**config.mk**
```make
export PLATFORM = sky130hd
export DESIGN_NAME = trc_fifo
export DESIGN_NICKNAME = d
export VERILOG_FILES = /design/src/hdl/trc_pkg.sv /design/src/hdl/trc_fifo.sv
export SDC_FILE = /design/constraint.sdc
export NUM_CORES = 1
export LEC_CHECK = 0
export BUFFER_PORTS_ARGS = -buffer_cell sky130_fd_sc_hd__clkbuf_2
export CORE_AREA = 2 2 149 151
export DETAILED_ROUTE_END_ITERATION = 8
export DIE_AREA = 0 0 151 153
export PLACE_DENSITY = 0.52
export SETUP_SLACK_MARGIN = 0.2
export SYNTH_ARGS = -nofsm -noshare
export SYNTH_HDL_FRONTEND = slang
export SYNTH_SLANG_ARGS = --single-unit
```
**constraint.sdc**
```tcl
create_clock -name clk -period 4.4 [get_ports clk]
set_clock_uncertainty 0.2 [all_clocks]
set_input_delay 0 -clock clk [delete_from_list [all_inputs] [get_ports clk]]
set_output_delay 0 -clock clk [all_outputs]
set_load 0.01 [all_outputs]
```
**src/hdl/trc_pkg.sv**
```systemverilog
// ----------------------------------------------------------------------------
// trc_pkg
// Shared types and constants for the text cursor glyph renderer.
// ----------------------------------------------------------------------------
package trc_pkg;

  localparam int PANEL_WIDTH_D  = 176;
  localparam int PANEL_HEIGHT_D = 264;
  localparam int GLYPH_COUNT_D  = 256;

  localparam int CUR_W   = 15;
  localparam int COORD_W = 11;
  localparam int ADDR_W  = 13;
  localparam int CFG_W   = 16;
  localparam int CFG_IDX_W = 2;

  localparam logic [CUR_W-1:0] CURSOR_MAX = 15'h7FFF;
  localparam logic [CUR_W-1:0] ADVANCE_X  = 15'd6;
  localparam logic [CUR_W-1:0] ADVANCE_Y  = 15'd8;

  localparam logic [7:0] CH_NEWLINE = 8'd10;
  localparam logic [7:0] CH_CR      = 8'd13;
  localparam logic [7:0] LAT_PFX0   = 8'd194;
  localparam logic [7:0] LAT_PFX1   = 8'd195;
  localparam logic [7:0] LAT_LO     = 8'd131;
  localparam logic [7:0] LAT_HI     = 8'd191;
  localparam logic [7:0] LAT_DEG    = 8'd176;
  localparam logic [7:0] LAT_OFS    = 8'd64;

  typedef enum logic [1:0] {
    MODE_CHAR = 2'd0,
    MODE_LOAD = 2'd1,
    MODE_READ = 2'd2,
    MODE_NONE = 2'd3
  } mode_t;

  typedef enum logic [CFG_IDX_W-1:0] {
    REG_ROTATION = 2'd0,
    REG_TEXT_COL = 2'd1,
    REG_BACK_COL = 2'd2,
    REG_WRAP     = 2'd3
  } reg_idx_t;

  typedef struct packed {
    logic [1:0]       rotation;
    logic [CFG_W-1:0] text_color;
    logic [CFG_W-1:0] back_color;
    logic             wrap_enable;
  } cfg_t;

  typedef struct packed {
    logic [1:0]         mode;
    logic [7:0]         code;
    logic               do_draw;
    logic [COORD_W-1:0] x;
    logic [COORD_W-1:0] y;
    logic [ADDR_W-1:0]  address;
    logic [7:0]         data_byte;
    logic [CUR_W-1:0]   cur_col;
    logic [CUR_W-1:0]   cur_row;
  } cmd_t;

  function automatic logic [CUR_W-1:0] sat_add(logic [CUR_W-1:0] a, logic [CUR_W-1:0] b);
    logic [CUR_W:0] s;
    s = {1'b0, a} + {1'b0, b};
    return s[CUR_W] ? CURSOR_MAX : s[CUR_W-1:0];
  endfunction

endpackage

```
**src/hdl/trc_fifo.sv**
```systemverilog
// ----------------------------------------------------------------------------
// trc_fifo
// Two-entry command queue between front and back.
// ----------------------------------------------------------------------------
module trc_fifo (
  input  logic          clk,
  input  logic          rst_n,
  input  logic          push,
  input  trc_pkg::cmd_t wdata,
  input  logic          pop,
  output trc_pkg::cmd_t rdata,
  output logic          full,
  output logic          not_empty
);
  trc_pkg::cmd_t mem_r [2];
  logic wp_r, rp_r;
  logic [1:0] cnt_r;

  assign full      = cnt_r[1];
  assign not_empty = cnt_r != 2'd0;
  assign rdata     = mem_r[rp_r];

  always_ff @(posedge clk) begin
    if (push) begin
      mem_r[wp_r] <= wdata;
    end
  end

  always_ff @(posedge clk) begin
    if (!rst_n) begin
      wp_r  <= 1'b0;
      rp_r  <= 1'b0;
      cnt_r <= 2'd0;
    end else begin
      if (push) wp_r <= !wp_r;
      if (pop)  rp_r <= !rp_r;
      cnt_r <= cnt_r + 2'(push) - 2'(pop);
    end
  end
endmodule

```
* Yosys cells after proc, flatten, opt, wreduce, memory -nomap -nowiden
Memory sizes are Yosys's and may differ from the RTL's. A register that Yosys moved wholly into a read port is not among the register bits.
Cells that the tools add are included.
** Word-level totals
- Register bits :: 4
- Bits in latches :: 0
- Memory bits (writable) :: 168
- Bits in read-only memories :: 0
- Bits of input ports :: 88
- Logic and storage cells :: 13
- Memories kept :: 1
** Memory list
- mem_r :: depth 2, bits a word 84, rd ports 1, clocked after Yosys merged registers in 1, wr ports 1, line trc_fifo.sv:15 : trc_pkg::cmd_t mem_r [2];
** Operators by class
- Add/subtract/negate cells :: 2
- $mul :: 0
- Div/mod/pow operators :: 0
- Order comparisons :: 0
- Equal/unequal tests :: 0
- Shifts and indexed selects :: 0
- Multiplexer cells :: 4
- Bitwise gates (word level) :: 0
- Reductions and logical operators :: 3
** Operators by type and width (count)
- $mux W1 :: 4
- $add A2 B1 Y2 :: 1
- $logic_not A1 Y1 :: 2
- $reduce_bool A2 Y1 :: 1
- $sub A2 B1 Y2 :: 1

* Longest topological paths before layout
- Word-level depth :: 3
- Gate-level depth with buffers :: 6

* Worst setup path after synthesis
No wires, ideal clock.
- Kind :: register -> register
- From :: register wp_r
- To :: memory mem_r[0][0] (netlist name) (enable)
- Setup time :: 0.538 ns
- Data arrival time :: 4.046 ns
- Required time :: 3.662 ns
- Setup slack :: -0.384 ns
- Cell stages (with the launch flop) :: 2
- Path buffers :: 0
- Period minus slack after synthesis :: 4.784 ns
- Path through :: dfxtp_1 > nor2b_1
** RTL lines
- start: declaration :: line trc_fifo.sv:16 : logic wp_r, rp_r;
- start signal: assignment :: line trc_fifo.sv:35 : if (push) wp_r <= !wp_r;
- end: declaration :: line trc_fifo.sv:15
Straight into the memory's write port.

==> impl.org <==
** Drt
- Detail-routed via count per cell :: 4.14
- Routed len/inst :: 14.8 um
- Antenna Nets Post-Route :: 0
- Total vias in the final route :: 3515
- The first detailed-routing pass took 4 iterations.
- In this run, the number of DRC markers left after iteration 0 of detailed routing was 134.
- Final wirelength :: 12600 um
- DRC violation count after routing :: 0

** Worst hold path
- Type of the most critical hold path :: in2reg

** Clock tree
- Clk slew on worst S/H paths :: 70 ps
- Setup Buffers After CTS :: 0
- Root buffer cell :: clkbuf_16
- H-tree levels :: 4
- Clock tree from TritonCTS :: yes
- Number of buffers created by CTS :: 17
- In this run, post-CTS hold repair placed 88 buffers.
- In this run, post-CTS repair resized a total of 0 instances.
- TritonCTS Sinks :: 173
- The clock reaches the later pin of the worst-skew pair after 410 ps.
- The clock passes through at most 2 buffers.

** Layout
- The number of antenna diodes in the final layout is 0.
- # fillers :: 1938
- Share of cells above drive strength 1 :: 52.1%
- Post-layout utilization of the core :: 43.1%
- The area growth from synthesis to layout is 41.9%.
- NumNets Final :: 647
- The count of cells in the finished layout, fillers not included, comes to 850.

** Global route
- Global-route met2 utilization :: 20.3%
- In the global route stage, overall resource usage came out at 11.0%.
- Maximum number of pins on one net before global-route repair :: 59
- For this run, global-route usage on met1 was measured as 11.3%.
- Vias in the first global route :: 3799
- First-pass GRT wire length :: 19000 um
- The total overflow left after global routing is 0.
- For this run, global-route usage on met3 was measured as 3.76%.
- The layer flagged by global routing as most heavily used is met2.
- The number of antenna violations at the first check in global routing is 0.

** Setup path
- Data on the critical path arrives at its endpoint at 2310 ps.
- Start-to-end type of the worst setup path :: reg2out
- Of all nets on the critical path, the largest fanout is 48.
- Startpoint class of the critical path :: flop
- Data on the critical path is required at its endpoint by 4200 ps.
- STA classifies the critical path endpoint as an output port.

** Synth
- Cell taking the most area after synthesis :: edfxtp_1
- Cell area after synthesis :: 6530 sq um
- Synthesis produced 281 cells.
- In this run, distinct cell masters in the synthesized netlist total 14.
- Largest cells by area after synthesis :: edfxtp_1, mux2_4, mux2_2, dfxtp_1, buf_6
- Yosys warnings :: 0
- Post-Synthesis Net Count :: 371
- Area share of the largest cell type after synthesis :: 77.3%
- Flip-flop and latch count after synthesis :: 173
- Per-instance average area after synthesis :: 23.2 sq um
- For this run, the register share of the synthesized area comes to 78.8%.

** Power and ir drop
- Power per cell area :: 445 nW/um^2
- Net switching power of the design :: 874 uW
- Internal power comes to 3.25 mW.
- Net switching share of the total power :: 21.2%
- Sequential cells account for 47.2% of the total power.
- For this design the static power due to leakage is 3.67 nW.
- Peak supply drop :: 233 uV
- Clock network power share :: 41.5%
- Combinational cells account for 11.2% of the total power.

** STA
- Sum Neg Setup Slack :: 0 ps
- Top achievable clock speed :: 398 MHz
- Headroom to the max-slew limit came out at 44.2%.
- At the pin with the least slew margin, the transition time is 837 ps.
- The count of final hold-check violations was 0.
- Setup repair after global routing left no endpoint under its margin.
- Subtracting the final worst setup slack from the clock period gives 2510 ps.
- Ratio of final minimum period to clock period :: 57.2%
- Number of pins exceeding their max-slew limit in the final report :: 0
- Setup violations remaining at the end of the flow were counted as 0.

** Placement
- Routability Congestion :: 0.713
- Once detailed placement completed, the half-perimeter wirelength came to 8130 um.
- In this run, placement finished with an instance count of 730.
- Total of buffers placed on input and output ports :: 173

** Floorplan
- Die H :: 153 um
- Die Span X :: 151 um
- In this run the count of I/O pins placed on the die edge is 174.
- FP Rows :: 54
- Area of the die :: 23100 sq um
- Total core area :: 21500 sq um
- The initial utilization of the core area, before any placement, comes to 30.4%.

** Run status
- Result of the run :: finished clean

** Flow run
- Across the run, the number of max-cap violations was 0.
synth_stat cells:
cell / instances
o21a_1: 1
buf_6: 7
xor2_1: 1
buf_2: 2
and2_1: 4
edfxtp_1: 168
inv_1: 2
nor2b_1: 3
mux2_4: 60
xnor3_1: 1
mux2_2: 24
or2_2: 1
dfxtp_1: 5
ha_1: 2
placed cells by master, fill, tap and decap left out:
cell type      count
and2_1             3
and2_4             1
buf_4              5
bufinv_16          6
clkbuf_1           1
clkbuf_16         17
clkbuf_2         173
clkinvlp_4         1
dfxtp_1            4
dfxtp_4            1
dlygate4sd3_1     88
edfxtp_1         168
ha_1               2
inv_1              2
inv_6              7
mux2_2            24
mux2_4            60
nor2b_1            2
nor2b_4            1
o21a_1             1
or2_2              1
xnor3_1            1
xor2_1             1
power groups by stage:
stage                     Clock [mW]  Sequential [mW]  Combinational [mW]
final                           1.71             1.95               0.464
after global routing            1.83             1.96               0.504
after CTS                       1.76             1.95               0.474
after detailed placement           0             1.99               0.409
after global placement             0             1.98               0.403
after floorplan                    0             1.96               0.267
worst paths after layout:
path / from / endpoint / slack, ps / cells past startpoint
setup / recovery: flop / rdata[72] / 1890 / 3
hold / removal: wdata[18] / mem_r[1][18] / 100 / 2
setup reg to reg: wp_r / mem_r[1][19] / 2240 / 2
hold reg to reg: rp_r / flop / 380 / 2
layout make-up:
cell class | count | area (sq um) | share of cell area (%)
Tap cell | 280 | 350 | 3.78
Clock buffer | 18 | 429 | 4.63
Multi-Input combinational cell | 97 | 1290 | 14.0
Inverter | 2 | 7.51 | 0.0810
Timing Repair Buffer | 266 | 1780 | 19.3
Clock inverter | 14 | 249 | 2.69
Sequential cell | 173 | 5150 | 55.6
critical path, stage by stage (launching register included):
cell and delay [ps]:
dfxtp_4 870, buf_4 510, mux2_4 340, clkbuf_2 130
through the flow:
step / hold slack [ps] / setup WS (ps) / power, mW / cell area (sq um)
final: 105 / 1890 / 4.12 / 9260
after floorplan: -101 / 1250 / 2.23 / 6530
after global routing: 90.0 / 1740 / 4.29 / 9260
after global placement: -9.34 / 2230 / 2.39 / 7700
after detailed placement: -7.19 / 2190 / 2.40 / 7700
after CTS: 75.7 / 1810 / 4.19 / 9260
logic make-up (layout without fill, tap and decap cells):
group                    after synthesis  after routing  synth area share (%)
AO/OA/AOI/OAI                          1              1                 0.115
XOR/XNOR                               2              2                 0.479
adder cells (fa/ha/maj)                2              2                 0.383
buffers and inverters                 11            300                  1.48
flip-flops                           173            173                  78.8
multiplexers                          84             84                  17.9
AND/OR/NAND/NOR                        8              8                 0.767
state kept, by name, summed over array words and instances, names as in the netlist, named ones only:
name / flops
cnt_r: 2
mem_r: 168
rp_r: 1
wp_r: 1
routing by layer:
layer | wire, um | vias up | part of all wire [%]
met5 | 0 | - | 0
met4 | 200 | 0 | 1.6
met3 | 803 | 13 | 6.4
met2 | 6710 | 127 | 53
met1 | 4880 | 1711 | 39
li1 | - | 1664 | -
No activity file was read; power rests on OpenSTA's default activity.
