File: src/hdl/trc_pkg.sv
// ----------------------------------------------------------------------------
// trc_pkg
// Shared types and constants for the text cursor glyph renderer.
// ----------------------------------------------------------------------------
package trc_pkg;

  localparam int PANEL_WIDTH_D  = 176;
  localparam int PANEL_HEIGHT_D = 264;
  localparam int GLYPH_COUNT_D  = 256;

  localparam int CUR_W   = 15;
  localparam int COORD_W = 11;
  localparam int ADDR_W  = 13;
  localparam int CFG_W   = 16;
  localparam int CFG_IDX_W = 2;

  localparam logic [CUR_W-1:0] CURSOR_MAX = 15'h7FFF;
  localparam logic [CUR_W-1:0] ADVANCE_X  = 15'd6;
  localparam logic [CUR_W-1:0] ADVANCE_Y  = 15'd8;

  localparam logic [7:0] CH_NEWLINE = 8'd10;
  localparam logic [7:0] CH_CR      = 8'd13;
  localparam logic [7:0] LAT_PFX0   = 8'd194;
  localparam logic [7:0] LAT_PFX1   = 8'd195;
  localparam logic [7:0] LAT_LO     = 8'd131;
  localparam logic [7:0] LAT_HI     = 8'd191;
  localparam logic [7:0] LAT_DEG    = 8'd176;
  localparam logic [7:0] LAT_OFS    = 8'd64;

  typedef enum logic [1:0] {
    MODE_CHAR = 2'd0,
    MODE_LOAD = 2'd1,
    MODE_READ = 2'd2,
    MODE_NONE = 2'd3
  } mode_t;

  typedef enum logic [CFG_IDX_W-1:0] {
    REG_ROTATION = 2'd0,
    REG_TEXT_COL = 2'd1,
    REG_BACK_COL = 2'd2,
    REG_WRAP     = 2'd3
  } reg_idx_t;

  typedef struct packed {
    logic [1:0]       rotation;
    logic [CFG_W-1:0] text_color;
    logic [CFG_W-1:0] back_color;
    logic             wrap_enable;
  } cfg_t;

  typedef struct packed {
    logic [1:0]         mode;
    logic [7:0]         code;
    logic               do_draw;
    logic [COORD_W-1:0] x;
    logic [COORD_W-1:0] y;
    logic [ADDR_W-1:0]  address;
    logic [7:0]         data_byte;
    logic [CUR_W-1:0]   cur_col;
    logic [CUR_W-1:0]   cur_row;
  } cmd_t;

  function automatic logic [CUR_W-1:0] sat_add(logic [CUR_W-1:0] a, logic [CUR_W-1:0] b);
    logic [CUR_W:0] s;
    s = {1'b0, a} + {1'b0, b};
    return s[CUR_W] ? CURSOR_MAX : s[CUR_W-1:0];
  endfunction

endpackage

File: src/hdl/trc_if.sv
// ----------------------------------------------------------------------------
// trc_in_if / trc_out_if
// Valid/ready channels carrying input and result words.
// ----------------------------------------------------------------------------
interface trc_in_if;
  logic                       valid;
  logic                       ready;
  logic [1:0]                 mode;
  logic [7:0]                 char_code;
  logic                       map_latin;
  logic [trc_pkg::ADDR_W-1:0] address;
  logic [7:0]                 data_byte;
  modport source (output valid, mode, char_code, map_latin, address, data_byte, input ready);
  modport sink   (input valid, mode, char_code, map_latin, address, data_byte, output ready);
endinterface


File: src/hdl/trc_front.sv
// ----------------------------------------------------------------------------
// trc_front
// Accepts words, applies Latin mapping, advances the cursor, issues commands.
// ----------------------------------------------------------------------------
module trc_front #(
  parameter int PANEL_WIDTH  = trc_pkg::PANEL_WIDTH_D,
  parameter int PANEL_HEIGHT = trc_pkg::PANEL_HEIGHT_D
) (
  input  logic          clk,
  input  logic          rst_n,
  input  trc_pkg::cfg_t cfg,
  input  logic          blocked,
  input  logic          q_full,
  trc_in_if.sink        in_ch,
  output logic          push,
  output trc_pkg::cmd_t cmd
);
  localparam logic [trc_pkg::CUR_W-1:0] LW0 = trc_pkg::CUR_W'(PANEL_WIDTH);
  localparam logic [trc_pkg::CUR_W-1:0] LH0 = trc_pkg::CUR_W'(PANEL_HEIGHT);

  logic [trc_pkg::CUR_W-1:0] col_r, col_nxt, row_r, row_nxt, colw, roww, lw, lh;
  logic [7:0] code;
  logic skip, do_draw;

  assign in_ch.ready = !q_full && !blocked;
  assign push        = in_ch.valid && in_ch.ready;
  assign lw = cfg.rotation[0] ? LH0 : LW0;
  assign lh = cfg.rotation[0] ? LW0 : LH0;

  always_comb begin
    code = in_ch.char_code;
    skip = 1'b0;
    if (in_ch.map_latin) begin
      if (code == trc_pkg::LAT_PFX0 || code == trc_pkg::LAT_PFX1) begin
        skip = 1'b1;
      end else if (code > trc_pkg::LAT_LO && code < trc_pkg::LAT_HI &&
                   code != trc_pkg::LAT_DEG) begin
        code = code + trc_pkg::LAT_OFS;
      end
    end
    col_nxt = col_r;
    row_nxt = row_r;
    colw    = col_r;
    roww    = row_r;
    do_draw = 1'b0;
    if (in_ch.mode == trc_pkg::MODE_CHAR && !skip) begin
      if (code == trc_pkg::CH_NEWLINE) begin
        col_nxt = '0;
        row_nxt = trc_pkg::sat_add(row_r, trc_pkg::ADVANCE_Y);
      end else if (code != trc_pkg::CH_CR) begin
        if (cfg.wrap_enable &&
            ({1'b0, col_r} + {1'b0, trc_pkg::ADVANCE_X}) > {1'b0, lw}) begin
          colw = '0;
          roww = trc_pkg::sat_add(row_r, trc_pkg::ADVANCE_Y);
        end
        do_draw = (colw < lw) && (roww < lh);
        col_nxt = trc_pkg::sat_add(colw, trc_pkg::ADVANCE_X);
        row_nxt = roww;
      end
    end
    cmd.mode      = in_ch.mode;
    cmd.code      = code;
    cmd.do_draw   = do_draw;
    cmd.x         = colw[trc_pkg::COORD_W-1:0];
    cmd.y         = roww[trc_pkg::COORD_W-1:0];
    cmd.address   = in_ch.address;
    cmd.data_byte = in_ch.data_byte;
    cmd.cur_col   = col_nxt;
    cmd.cur_row   = row_nxt;
  end

  always_ff @(posedge clk) begin
    if (!rst_n) begin
      col_r <= '0;
      row_r <= '0;
    end else if (push) begin
      col_r <= col_nxt;
      row_r <= row_nxt;
    end
  end
endmodule

File: src/flat_wrapper.sv
// flat-port wrapper written by rule: the top's interface ports become plain ports
module trc_front_flat 
#(
  parameter int PANEL_WIDTH  = trc_pkg::PANEL_WIDTH_D,
  parameter int PANEL_HEIGHT = trc_pkg::PANEL_HEIGHT_D
)
  (clk, rst_n, cfg, blocked, q_full, push, cmd, in_ch_valid, in_ch_mode, in_ch_char_code, in_ch_map_latin, in_ch_address, in_ch_data_byte, in_ch_ready);
  trc_in_if in_ch_i ();
  input  logic clk;
  input  logic rst_n;
  input  trc_pkg::cfg_t cfg;
  input  logic blocked;
  input  logic q_full;
  output logic push;
  output trc_pkg::cmd_t cmd;
  input wire logic [$bits(in_ch_i.valid)-1:0] in_ch_valid;
  input wire logic [$bits(in_ch_i.mode)-1:0] in_ch_mode;
  input wire logic [$bits(in_ch_i.char_code)-1:0] in_ch_char_code;
  input wire logic [$bits(in_ch_i.map_latin)-1:0] in_ch_map_latin;
  input wire logic [$bits(in_ch_i.address)-1:0] in_ch_address;
  input wire logic [$bits(in_ch_i.data_byte)-1:0] in_ch_data_byte;
  output wire logic [$bits(in_ch_i.ready)-1:0] in_ch_ready;
  assign in_ch_i.valid = in_ch_valid;
  assign in_ch_i.mode = in_ch_mode;
  assign in_ch_i.char_code = in_ch_char_code;
  assign in_ch_i.map_latin = in_ch_map_latin;
  assign in_ch_i.address = in_ch_address;
  assign in_ch_i.data_byte = in_ch_data_byte;
  assign in_ch_ready = in_ch_i.ready;
  trc_front #(.PANEL_WIDTH(PANEL_WIDTH), .PANEL_HEIGHT(PANEL_HEIGHT)) u_core (.clk(clk), .rst_n(rst_n), .cfg(cfg), .blocked(blocked), .q_full(q_full), .in_ch(in_ch_i), .push(push), .cmd(cmd));
endmodule
File: config.mk
export PLATFORM = sky130hd
export DESIGN_NAME = trc_front_flat
export DESIGN_NICKNAME = d
export VERILOG_FILES = /design/src/hdl/trc_pkg.sv /design/src/hdl/trc_if.sv /design/src/hdl/trc_front.sv /design/src/flat_wrapper.sv
export SDC_FILE = /design/constraint.sdc
export NUM_CORES = 1
export LEC_CHECK = 0
export BUFFER_PORTS_ARGS = -buffer_cell sky130_fd_sc_hd__buf_2
export CORE_AREA = 2 2 87 89
export CTS_BUF_LIST = sky130_fd_sc_hd__clkbuf_4 sky130_fd_sc_hd__clkbuf_8
export DETAILED_ROUTE_END_ITERATION = 10
export DIE_AREA = 0 0 89 91
export PLACE_DENSITY = 0.82
export SLEW_MARGIN = 20
export SYNTH_ARGS = -nofsm -noshare
export SYNTH_HDL_FRONTEND = slang
export SYNTH_SLANG_ARGS = --single-unit
File: constraint.sdc
create_clock -name clk -period 5.6 [get_ports clk]
set_input_delay 0.84 -clock clk [delete_from_list [all_inputs] [get_ports clk]]
set_output_delay 0.84 -clock clk [all_outputs]
set_load 0.02 [all_outputs]
After elaboration in Yosys (flattened, before gate mapping)
Cells that the tools add are included.

cells by class
  add/subtract/negate cells = 4
  equal/unequal tests = 5
  reductions and logical operators = 12
  multiplexer cells = 31
  order comparisons = 5

operator list
  kind                   count
  $mux 15                16
  $mux 11                5
  $add 15x3->16 const B  2
  $mux 8                 3
  $mux 9                 2
  $add 15x4->16 const B  1
  $eq 8x8->1 const B     2
  $gt 16x15->1           1
  $lt 15x15->1           1
  $lt 15x9->1            1
  $add 8x7->8 const B    1
  $eq 8x4->1 const B     1
  $gt 8x8->1 const B     1
  $lt 8x8->1 const B     1
  $ne 8x4->1 const B     1
  $ne 8x8->1 const B     1
  $logic_and 1x1->1      7
  $mux 1                 5
  $logic_not 1->1        3
  $logic_not 2->1        1
  $logic_or 1x1->1       1

word-level totals
  bits in registers = 30
  output and inout port bits = 86
  input bits = 72
  logic and storage cells = 59

Depth between registers and ports, before layout
Gate-level depths: netlist (run 1).

  depth in word-level cells = 15
  depth in mapped cells = 23
  gate-level depth less buffers = 19

Worst setup path before layout (run 1)
No wires, ideal clock.

  path type = reg-to-output
  start point = register u_core.col_r[1] (netlist bit)
  end point = output cmd[25] (netlist bit)
  path slack = 0.073 ns
  arrival time = 4.687 ns
  cell stages (with the launch flop) = 21
  cell sequence = dfxtp_1 inv_2 ha_1 nor2_1 xor2_1 ha_1 nand4_1 nor4_1 a21oi_1 o22a_1 o31ai_4 buf_2 nand2_1 ha_1 clkbuf_1 nor4_1 nand3_1 a21oi_1 nor2_1 or3_1 o21ai_0

RTL lines
  element                 RTL line            text
  start, declared         trc_front.sv:21     logic [trc_pkg::CUR_W-1:0] col_r, col_nxt, row_r, row_nxt, colw, roww, lw, lh;
  start signal, assigned  trc_front.sv:77     col_r <= col_nxt;
  end, declared           flat_wrapper.sv:15  output trc_pkg::cmd_t cmd;

==> out/metrics.cfg, run 1 <==
[flow_run]
max_cap_viol_count = 0

[cts]
cts_max_level = 2
cts_tree = done
cts_buffer_depth = 2
clock_latency_ps = 290
cts_sinks = 30
root_buffer = clkbuf_8
clkSlewWorstSetupHoldPaths_ps = 70
hold_buffers = 0
cts_buffers = 5

[synth]
ys_async_sr_fraction_pct = 0
ys.flop_type = dfxtp_1
synth_seq_cells = 30
synth_top_area_share_pct = 17.6
synth_fp_nets = 575
netlist_area_um2 = 3420
synthTopCellsByArea = dfxtp_1, a21oi_1, buf_4, ha_1, nor2_1
yosys_warnings = 0
yosysTopAreaCell = dfxtp_1
synth_cells = 486
yosys.cell_types.count = 70
synth_edf_count = 0
syn_avg_cell_area_um2 = 7.04
seq_area_frac_synth_pct = 17.6

[timing]
holdWs_ps = 496
setup_viol_count_final = 0
period_minus_slack_ps = 5460
worstMarginPinSlew_ps = 1070
hold_violations = 0
slew_headroom_pct = 28.1
drv_slew = 0
period_share_pct = 97.5
fmax_mhz = 183
finClkSkew_ps = 6.46

[place]
hpwl_mm = 7.90
place_congestion = 1.03
port-buffer-count = 82

[grt]
grt_overflow = 0
grt_max_degree = 20
antenna_found_initial = 0
grt_pass1_wl_mm = 16.9
grt_pass1_vias = 3531
grt_use_total_pct = 25.6

[power_and_ir_drop]
ir_drop_v = 0.0000805
p_leak_nw = 1.74
p_per_area_nw_per_um2 = 158

[route]
via_count = 3836
ant_nets = 0
drc = 0
via_per_inst = 6.07
dr.pass1.iters = 5
wl_per_cell_um = 16.6
wirelength_mm = 10.5
drtIter0Drc = 412

[layout]
num_antenna_cells = 0
nets = 621
final_util_pct = 54.2
drive_above_1_share_pct = 27.4
syn_to_final_growth_pct = 13.2
fillerInstances = 702

[min_path]
hold_class = register to register

[die]
coreArea_um2 = 7140
dieArea_um2 = 8100
ioPinCount = 158
initial_core_util_pct = 47.9
dieWidth_um = 89
die_y_um = 91
rows = 31

[worst_setup_path]
cp-end-kind = primary output
worstSetupPathType = register to primary output
critPathLaunchType = register
slowest_stage = o31ai_4
max_stage_delay_ps = 380
arrival_ps = 4620
path_cells = inv_2, ha_2, nor2_1, xor2_1, ha_1, nand4_1, nor4_2, a21oi_1, o22a_1, o31ai_4, buf_4, and2_1, ha_1, nor2b_1, o21ai_0, nand2_1, o22a_1, a221o_1, a311oi_2, buf_2
critPathBufInv = 3
crit_family = compound AO/OA/AOI/OAI gates
cp.required_ps = 4760
crit_fanout = 8

[status]
status = finished clean

-- final timing paths --
path / start / end / slack (ps) / cells past startpoint
worst max-delay path: u_core.col_r[1] / cmd[73] / 140 / 20
worst min-delay path: u_core.row_r[0] / u_core.row_r[0] / 500 / 1
worst max register to register: u_core.col_r[1] / u_core.col_r[9] / 1390 / 20
worst min register to register: u_core.row_r[0] / u_core.row_r[0] / 500 / 1
-- final cells by class --
class | count | area, um2 | area share (%)
clock inverters | 2 | 60.1 | 1.55
clock buffers | 6 | 82.6 | 2.13
multi-input cells | 380 | 2400 | 62.0
well taps | 99 | 124 | 3.20
repair buffers | 100 | 546 | 14.1
inverters | 15 | 56.3 | 1.45
flip-flops and latches | 30 | 603 | 15.6
-- state kept, by name (all words and copies together), names as in the netlist --
name,flops
u_core.col_r,15
u_core.row_r,15
-- metal layers --
| metal | part of all wire (%) | global-route usage, % |
|---|---|---|
| met1 | 43 | 35.3 |
| met2 | 46 | 41.0 |
| met3 | 8.4 | 4.36 |
| met4 | 2.1 | 6.97 |
| met5 | 0 | 0 |
-- worst reg2reg max path, delay by kind of cell (launching register included) --
| kind | cells | cell delay, ps |
|---|---|---|
| AND/OR/NAND/NOR | 8 | 1480 |
| adder cells (fa/ha/maj) | 3 | 810 |
| flip-flops | 1 | 320 |
| XOR/XNOR | 1 | 150 |
| AO/OA/AOI/OAI | 6 | 1060 |
| buffers and inverters | 2 | 300 |
-- synth_stat cells, types with 13 or more instances --
| cell type | n |
|---|---|
| nor2_1 | 54 |
| ha_1 | 17 |
| a31oi_1 | 15 |
| o21ai_0 | 25 |
| inv_1 | 13 |
| clkbuf_1 | 16 |
| and2_1 | 14 |
| buf_4 | 33 |
| dfxtp_1 | 30 |
| a21oi_1 | 59 |
| nand2_1 | 44 |
-- cell usage in the layout (no fill, tap or decap), types with 5 or more instances in the layout --
cell type | Yosys | routed
nand2b_1 | 6 | 6
buf_2 | 9 | 82
buf_4 | 33 | 18
xnor2_1 | 6 | 6
nand2_1 | 44 | 44
a31oi_1 | 15 | 15
o21ai_0 | 25 | 24
clkbuf_8 | 0 | 6
and2_1 | 14 | 14
o221a_2 | 6 | 6
dfxtp_1 | 30 | 28
inv_1 | 13 | 13
or3_1 | 5 | 5
o21a_1 | 6 | 6
nand3_1 | 11 | 11
a21o_1 | 8 | 8
ha_1 | 17 | 16
nand4_1 | 11 | 11
nor2_1 | 54 | 54
xor2_1 | 5 | 5
a21oi_1 | 59 | 59
nor3_1 | 11 | 11
o31ai_1 | 5 | 5
-- per-stage QoR --
step / worst slack, ps / TNS [ps] / total power, W / area (um2) / instances
finish: 140 / 0 / 0.000610 / 3870 / 632
global route: -60.0 / -86.1 / 0.000627 / 3870 / 632
CTS: 13.8 / 0 / 0.000607 / 3840 / 630
detailed placement: 243 / 0 / 0.000324 / 3690 / 622
global placement: 379 / 0 / 0.000321 / 3690 / 622
floorplan: 72.7 / 0 / 0.000313 / 3420 / 486
-- report_power, final --
part	leakage [nW]	total [W]	internal, W	switching (W)
clock	0.0714	0.000288	0.000190	0.0000983
combinational	1.43	0.000105	0.0000369	0.0000681
sequential	0.243	0.000217	0.000215	0.00000237
total	1.74	0.000610	0.000442	0.000169
-- cell families (layout without fill, tap and decap cells) --
| group | Yosys count | count (layout) | share of synthesized area [%] |
|---|---|---|---|
| flops | 30 | 30 | 17.6 |
| buf+inv | 76 | 123 | 12.7 |
| fa+ha+maj | 17 | 17 | 6.22 |
| mux | 3 | 3 | 0.951 |
| simple gates | 185 | 185 | 27.1 |
| compound gates | 163 | 163 | 32.2 |
| xor+xnor | 12 | 12 | 3.29 |
-- timing repair --
item                       4_1_cts  5_1_grt
setup buffers                    0        2
gates resized for setup          0        6
setup endpoints to repair        0       16
Note: power is estimated with default switching activity, not from simulation.
==> run 2: changes to the inputs <==
--- a/config.mk
+++ b/config.mk
@@ -6,11 +6,10 @@
 export NUM_CORES = 1
 export LEC_CHECK = 0
 export BUFFER_PORTS_ARGS = -buffer_cell sky130_fd_sc_hd__buf_2
-export CORE_AREA = 2 2 87 89
-export CTS_BUF_LIST = sky130_fd_sc_hd__clkbuf_4 sky130_fd_sc_hd__clkbuf_8
+export CORE_AREA = 2 2 88 90
 export DETAILED_ROUTE_END_ITERATION = 10
-export DIE_AREA = 0 0 89 91
-export PLACE_DENSITY = 0.82
+export DIE_AREA = 0 0 90 92
+export PLACE_DENSITY = 0.8
 export SLEW_MARGIN = 20
 export SYNTH_ARGS = -nofsm -noshare
 export SYNTH_HDL_FRONTEND = slang
==> run 2 against run 1 <==
Power is 16% lower. Cell count is 0.63% higher. Sequential power hardly changed. Global-route usage is 0.89 points lower. Combinational power hardly changed. Fmax is 0.11% higher. Clock skew is 1.1 ps higher. Design area is 1.3% lower. Worst setup slack better by 6.2 ps. Highest routed layer unchanged.
==> out/metrics.cfg, run 2 (synthesis results as in run 1) <==
[layout]
final_common_cell = buf_2  ; unchanged
seqCellArea_um2 = 602  ; was 603 um2
syn_to_final_growth_pct = 11.7  ; was 13.2%
fillerInstances = 774  ; was 702
drive_above_1_share_pct = 27.0  ; was 27.4%
top_regs = u_core.col_r (15), u_core.row_r (15)  ; unchanged
nets = 622  ; was 621
final_cell_mix = buf_2, a21oi_1, nor2_1, nand2_1, dfxtp_1  ; unchanged
multi_input_area_um2 = 2390  ; was 2400 um2
post-route-cell-area_um2 = 3820  ; was 3870 um2
num_antenna_cells = 0  ; unchanged

[grt]
antenna_found_initial = 0  ; unchanged
grt_pass1_vias = 3671  ; was 3531
grt_max_degree = 20  ; unchanged
grt_pass1_wl_mm = 17.3  ; was 16.9 mm
grt_use_total_pct = 24.7  ; was 25.6%
grt_overflow = 0  ; unchanged

[timing]
fmax_mhz = 183  ; about the same
finClkSkew_ps = 7.51  ; was 6.46 ps
period_minus_slack_ps = 5450  ; was 5460 ps
worstMarginPinSlew_ps = 813  ; was 1070 ps
setup_viol_count_final = 0  ; unchanged
hold_violations = 0  ; unchanged
slew_headroom_pct = 45.8  ; was 28.1%
rsz0062_at_grt = false
drv_slew = 0  ; unchanged
finalSetupTns_ps = 0  ; unchanged
period_share_pct = 97.4  ; was 97.5%

[die]
ioPinCount = 158  ; unchanged
coreArea_um2 = 7450  ; was 7140 um2
dieWidth_um = 90  ; was 89 um
dieArea_um2 = 8280  ; was 8100 um2
initial_core_util_pct = 45.9  ; was 47.9%
rows = 32  ; was 31
die_y_um = 92  ; was 91 um

[route]
wirelength_mm = 10.3  ; was 10.5 mm
via_per_inst = 5.99  ; was 6.07
drc = 0  ; unchanged
via_count = 3809  ; was 3836
dr.pass1.iters = 5  ; unchanged
wl_per_cell_um = 16.2  ; was 16.6 um
ant_nets = 0  ; unchanged
drtIter0Drc = 369  ; was 412

[min_path]
hold_start = u_core.row_r[2]  ; was u_core.row_r[0]
hold_class = register to register  ; unchanged
hold_end = u_core.row_r[2]  ; was u_core.row_r[0]
whs_path_depth = 1  ; unchanged

[power_and_ir_drop]
power_switching_share_pct = 31.9  ; was 27.6%
pwr-share-clk_pct = 37.4  ; was 47.2%
ir_drop_v = 0.0000686  ; was 0.0000805 V
combPwrFrac_pct = 20.5  ; was 17.2%
intPower_w = 0.000350  ; was 0.000442 W
p_leak_nw = 1.72  ; was 1.74 nW
p_sw_w = 0.000164  ; was 0.000169 W
power_frac_seq_pct = 42.1  ; was 35.6%
p_per_area_nw_per_um2 = 135  ; was 158 nW/um2

[cts]
clkSlewWorstSetupHoldPaths_ps = 70  ; about the same
cts_sinks = 30  ; unchanged
cts_buffer_depth = 2  ; unchanged
clock_latency_ps = 290  ; about the same
cts_tree = done  ; unchanged
cts_max_level = 2  ; unchanged
root_buffer = clkbuf_8  ; unchanged
hold_buffers = 0  ; unchanged
cts_buffers = 5  ; unchanged

[worst_setup_path]
r2r_cells = 13  ; was 20
crit_fanout = 8  ; unchanged
arrival_ps = 4610  ; was 4620 ps
reg2reg_from = u_core.col_r[7]  ; was u_core.col_r[1]
cp.required_ps = 4760  ; about the same
cp-end-kind = primary output  ; unchanged
worstReg2RegEnd = u_core.col_r[10]  ; was u_core.col_r[9]
critPathLaunchType = register  ; unchanged
r2r_slack_ps = 1450  ; was 1390 ps
worstSetupPathType = register to primary output  ; unchanged

[status]
status = finished clean  ; unchanged

[flow_run]
max_cap_viol_count = 0  ; unchanged

[place]
place_congestion = 1.02  ; was 1.03
port-buffer-count = 82  ; unchanged
hpwl_mm = 7.95  ; was 7.90 mm
place_area_um2 = 3700  ; was 3690 um2

==> run 2: cell types whose count changed in the layout (fill, tap and decap cells not counted) <==
cell / previous run / this run
nor4_2: 3 / 1
nor4_1: 3 / 5
clkinvlp_4: 0 / 1
bufinv_16: 2 / 0
dfxtp_1: 28 / 29
buf_4: 18 / 19
clkinv_2: 0 / 1
dfxtp_2: 2 / 1
==> run 2: worst max path at each step <==
stage | slack (ps) | from | end
3_5_place_dp | 200 | cfg[33] | cmd[73]
2_1_floorplan | 70 | u_core.col_r[1] | cmd[25]
6_report | 150 | u_core.col_r[7] | cmd[73]
3_3_place_gp | 290 | cfg[33] | cmd[16]
5_1_grt | 4 | u_core.col_r[2] | cmd[25]
4_1_cts | 60 | u_core.col_r[2] | cmd[73]
==> run 2: critical path, stage by stage, from the launching register on <==
cell and delay (ps):
dfxtp_1 520, nand2_1 260, nor4_1 340, mux2_2 370
or3_4 360, o31ai_4 390, buf_4 220, and2_1 130
ha_1 230, nor2b_1 140, o21ai_0 200, nand2_1 100
o22a_1 200, a221o_1 370, a311oi_2 280, buf_2 210
==> run 2: per-layer routing <==
metal	track usage, %	wire length (um)
met1	31.7	4300
met2	41.7	4920
met4	9.87	250
met5	0	0
met3	3.86	835
==> run 2: area by class of cell <==
cell class | instances | area share [%]
clock buffers | 6 | 2.16
inverters | 15 | 1.47
multi-input cells | 380 | 62.5
well taps | 102 | 3.34
flip-flops and latches | 30 | 15.8
repair buffers | 101 | 14.5
clock inverters | 2 | 0.328
==> run 2: per-stage QoR <==
step	cells	total power [W]	utilization, %	worst slack [ps]	hold slack [ps]
after floorplan	486	0.000313	-	72.7	456
after global placement	625	0.000321	49.7	290	476
after detailed placement	625	0.000325	49.7	202	476
after CTS	633	0.000515	50.9	58.5	499
after global routing	636	0.000533	51.3	4.26	514
final	636	0.000515	51.3	146	492
==> run 2: power by group through the flow <==
stage	clock [W]	sequential (W)	combinational (W)
finish	0.000192	0.000217	0.000105
global route	0.000203	0.000217	0.000114
CTS	0.000195	0.000217	0.000104
detailed placement	0	0.000222	0.000103
global placement	0	0.000222	0.0000993
floorplan	0	0.000221	0.0000917
==> run 2: what timing repair did <==
| action | CTS | global route |
|---|---|---|
| endpoints found under the setup margin | 0 | 8 |
| gates resized for setup | 0 | 3 |
| setup buffers | 0 | 3 |
| endpoints found under the hold margin | 0 | 0 |
==> run 3: changes to the inputs <==
--- a/config.mk
+++ b/config.mk
@@ -6,11 +6,10 @@
 export NUM_CORES = 1
 export LEC_CHECK = 0
 export BUFFER_PORTS_ARGS = -buffer_cell sky130_fd_sc_hd__buf_2
-export CORE_AREA = 2 2 88 90
+export CORE_AREA = 2 2 85 87
 export DETAILED_ROUTE_END_ITERATION = 10
-export DIE_AREA = 0 0 90 92
-export PLACE_DENSITY = 0.8
-export SLEW_MARGIN = 20
+export DIE_AREA = 0 0 87 89
+export PLACE_DENSITY = 0.85
 export SYNTH_ARGS = -nofsm -noshare
 export SYNTH_HDL_FRONTEND = slang
 export SYNTH_SLANG_ARGS = --single-unit
==> constraint.sdc (replaced) <==
create_clock -name clk -period 6.3 [get_ports clk]
set_input_delay 0.945 -clock clk [delete_from_list [all_inputs] [get_ports clk]]
set_output_delay 0.945 -clock clk [all_outputs]
set_load 0.02 [all_outputs]
==> run 3 against run 2 <==
Count of clock-buffer cells in the layout unchanged. Global-route usage up 1.0 points. Largest cell class unchanged. Clock power grew 32%. Highest routed layer unchanged. Cell count decreased by 4.7%. Register-to-register slack gained 290 ps. Critical endpoint is now cmd[24].
==> out/metrics.cfg, run 3 (synthesis results as in run 1) <==
[route]
drtIter0Drc = 320  ; was 369
wirelength_mm = 10.1  ; was 10.3 mm
dr.pass1.iters = 5  ; unchanged
wl_met1_mm = 4.10  ; was 4.30 mm
via_count = 3808  ; was 3809
drc = 0  ; unchanged
highest_layer = met4  ; unchanged
ant_nets = 0  ; unchanged
met3_wirelength_mm = 1.00  ; was 835 um
via_per_inst = 6.28  ; was 5.99
met2_length_mm = 4.66  ; was 4.92 mm
wl_per_cell_um = 16.6  ; was 16.2 um

[timing]
finClkSkew_ps = 4.33  ; was 7.51 ps
slew_headroom_pct = 47.5  ; was 45.8%
period_minus_slack_ps = 5840
period_share_pct = 92.7
setup_ws_ps = 461  ; was 146 ps
drv_slew = 0  ; unchanged
setup_viol_count_final = 0  ; unchanged
fmax_mhz = 171
finalSetupTns_ps = 0  ; unchanged
worstMarginPinSlew_ps = 787  ; was 813 ps
rsz0062_at_grt = false  ; unchanged
hold_violations = 0  ; unchanged

[cts]
clock_latency_ps = 290  ; about the same
cts-resized-gates = 0  ; unchanged
cts_sinks = 30  ; unchanged
cts_buffers = 5  ; unchanged
cts_buffer_depth = 2  ; unchanged
root_buffer = clkbuf_8  ; unchanged
cts_tree = done  ; unchanged
post_cts.repair.setup_buffers = 0  ; unchanged
clkSlewWorstSetupHoldPaths_ps = 70  ; about the same
hold_buffers = 0  ; unchanged
cts_max_level = 2  ; unchanged

[status]
status = finished clean  ; unchanged

[place]
place_area_um2 = 3630  ; was 3700 um2
hpwl_mm = 7.56  ; was 7.95 mm
pre_cts_ws_ps = 821  ; was 202 ps
port-buffer-count = 82  ; unchanged
place_congestion = 0.957  ; was 1.02

[grt]
grt_pass1_wl_mm = 16.2  ; was 17.3 mm
grt_use_total_pct = 25.8  ; was 24.7%
grt_pass1_vias = 3431  ; was 3671
antenna_found_initial = 0  ; unchanged
grt_max_degree = 20  ; unchanged
grt_overflow = 0  ; unchanged

[worst_setup_path]
max_stage_delay_ps = 500  ; was 520 ps
crit_family = simple AND/OR/NAND/NOR gates  ; was compound AO/OA/AOI/OAI gates
r2r_cells = 18  ; was 13
critPathLaunchType = register  ; unchanged
cp-end-kind = primary output  ; unchanged
worstSetupPathType = register to primary output  ; unchanged
cp.required_ps = 5350  ; was 4760 ps
path_cells = inv_2, ha_1, nor2_1, xor2_1, ha_1, nand4_1, nor4_1, a21oi_1, o22a_1, o31ai_4, nand2_1, ha_1, nor4_1, nand3_1, buf_4, a21boi_0, nor2_1, a22oi_1, o21ai_0, buf_2  ; was nand2_1, nor4_1, mux2_2, or3_4, o31ai_4, buf_4, and2_1, ha_1, nor2b_1, o21ai_0, nand2_1, o22a_1, a221o_1, a311oi_2, buf_2
critPathBufInv = 3  ; was 2
crit_fanout = 8  ; unchanged
crit_top_cell = ha_1  ; was nand2_1
crit_cells = 20  ; was 15
arrival_ps = 4890  ; was 4610 ps
slowest_stage = dfxtp_1  ; unchanged

[power_and_ir_drop]
p_per_area_nw_per_um2 = 142  ; was 135 nW/um2
combPwrFrac_pct = 16.8  ; was 20.5%
intPower_w = 0.000390  ; was 0.000350 W
report.power.total_w = 0.000536  ; was 0.000515 W
power_switching_share_pct = 27.2  ; was 31.9%
ir_drop_v = 0.0000819  ; was 0.0000686 V
pwr-share-clk_pct = 47.1  ; was 37.4%
p_sw_w = 0.000146  ; was 0.000164 W
p_leak_nw = 1.71  ; was 1.72 nW
power_frac_seq_pct = 36.1  ; was 42.1%

[layout]
top_regs = u_core.col_r (15), u_core.row_r (15)  ; unchanged
nets = 614  ; was 622
syn_to_final_growth_pct = 10.4  ; was 11.7%
final_common_cell = buf_2  ; unchanged
num_antenna_cells = 0  ; unchanged
final_util_pct = 56.2  ; was 51.3%
post-route-cell-area_um2 = 3780  ; was 3820 um2
drive_above_1_share_pct = 25.5  ; was 27.0%
final_cell_mix = buf_2, a21oi_1, nor2_1, nand2_1, dfxtp_1  ; unchanged

[die]
die_y_um = 89  ; was 92 um
dieArea_um2 = 7740  ; was 8280 um2
coreArea_um2 = 6720  ; was 7450 um2
rows = 30  ; was 32
initial_core_util_pct = 50.9  ; was 45.9%
dieWidth_um = 87  ; was 90 um
ioPinCount = 158  ; unchanged

[min_path]
hold_class = register to register  ; unchanged
whs_path_depth = 1  ; unchanged

[flow_run]
max_cap_viol_count = 0  ; unchanged

-- run 3: changes by cell type in the layout (fill, tap and decap cells not counted) --
cell        delta
buf_4          -8
ha_2           -1
bufinv_16      +2
o21ai_0        +1
dfxtp_1        +1
dfxtp_2        -1
o21ai_1        -1
ha_1           +1
clkinv_2       -1
clkinvlp_4     -1
-- run 3: stage by stage --
stage	hold slack, ps	instances
global route	530	606
floorplan	456	486
CTS	515	606
global placement	476	598
finish	510	606
detailed placement	498	598
-- run 3: layer usage --
layer	GRT usage, %	vias to the layer above
met5	0	-
met3	4.71	41
li1	-	1811
met2	41.9	216
met4	9.94	0
met1	34.0	1740
-- run 3: final cells by class --
cell class                      instances  area, um2
Fill cell                             638       2940
Multi-Input combinational cell        380       2380
Sequential cell                        30        601
Timing Repair Buffer                   93        493
Tap cell                               80        100
Clock buffer                            6       82.6
Clock inverter                          2       60.1
Inverter                               15       56.3
-- run 3: path summary, 6_finish.rpt --
path	start	to	slack (ps)
min	u_core.row_r[0]	u_core.row_r[0]	510
min reg2reg	u_core.row_r[0]	u_core.row_r[0]	510
max reg2reg	u_core.col_r[1]	u_core.col_r[10]	1740
max	u_core.col_r[1]	cmd[24]	460
-- run 3: power groups by stage --
stage	logic [W]	clock network, W	registers (W)
after global routing	0.0000977	0.000263	0.000194
final	0.0000900	0.000253	0.000193
after floorplan	0.0000815	0	0.000196
after global placement	0.0000855	0	0.000198
after CTS	0.0000890	0.000254	0.000193
after detailed placement	0.0000884	0	0.000198
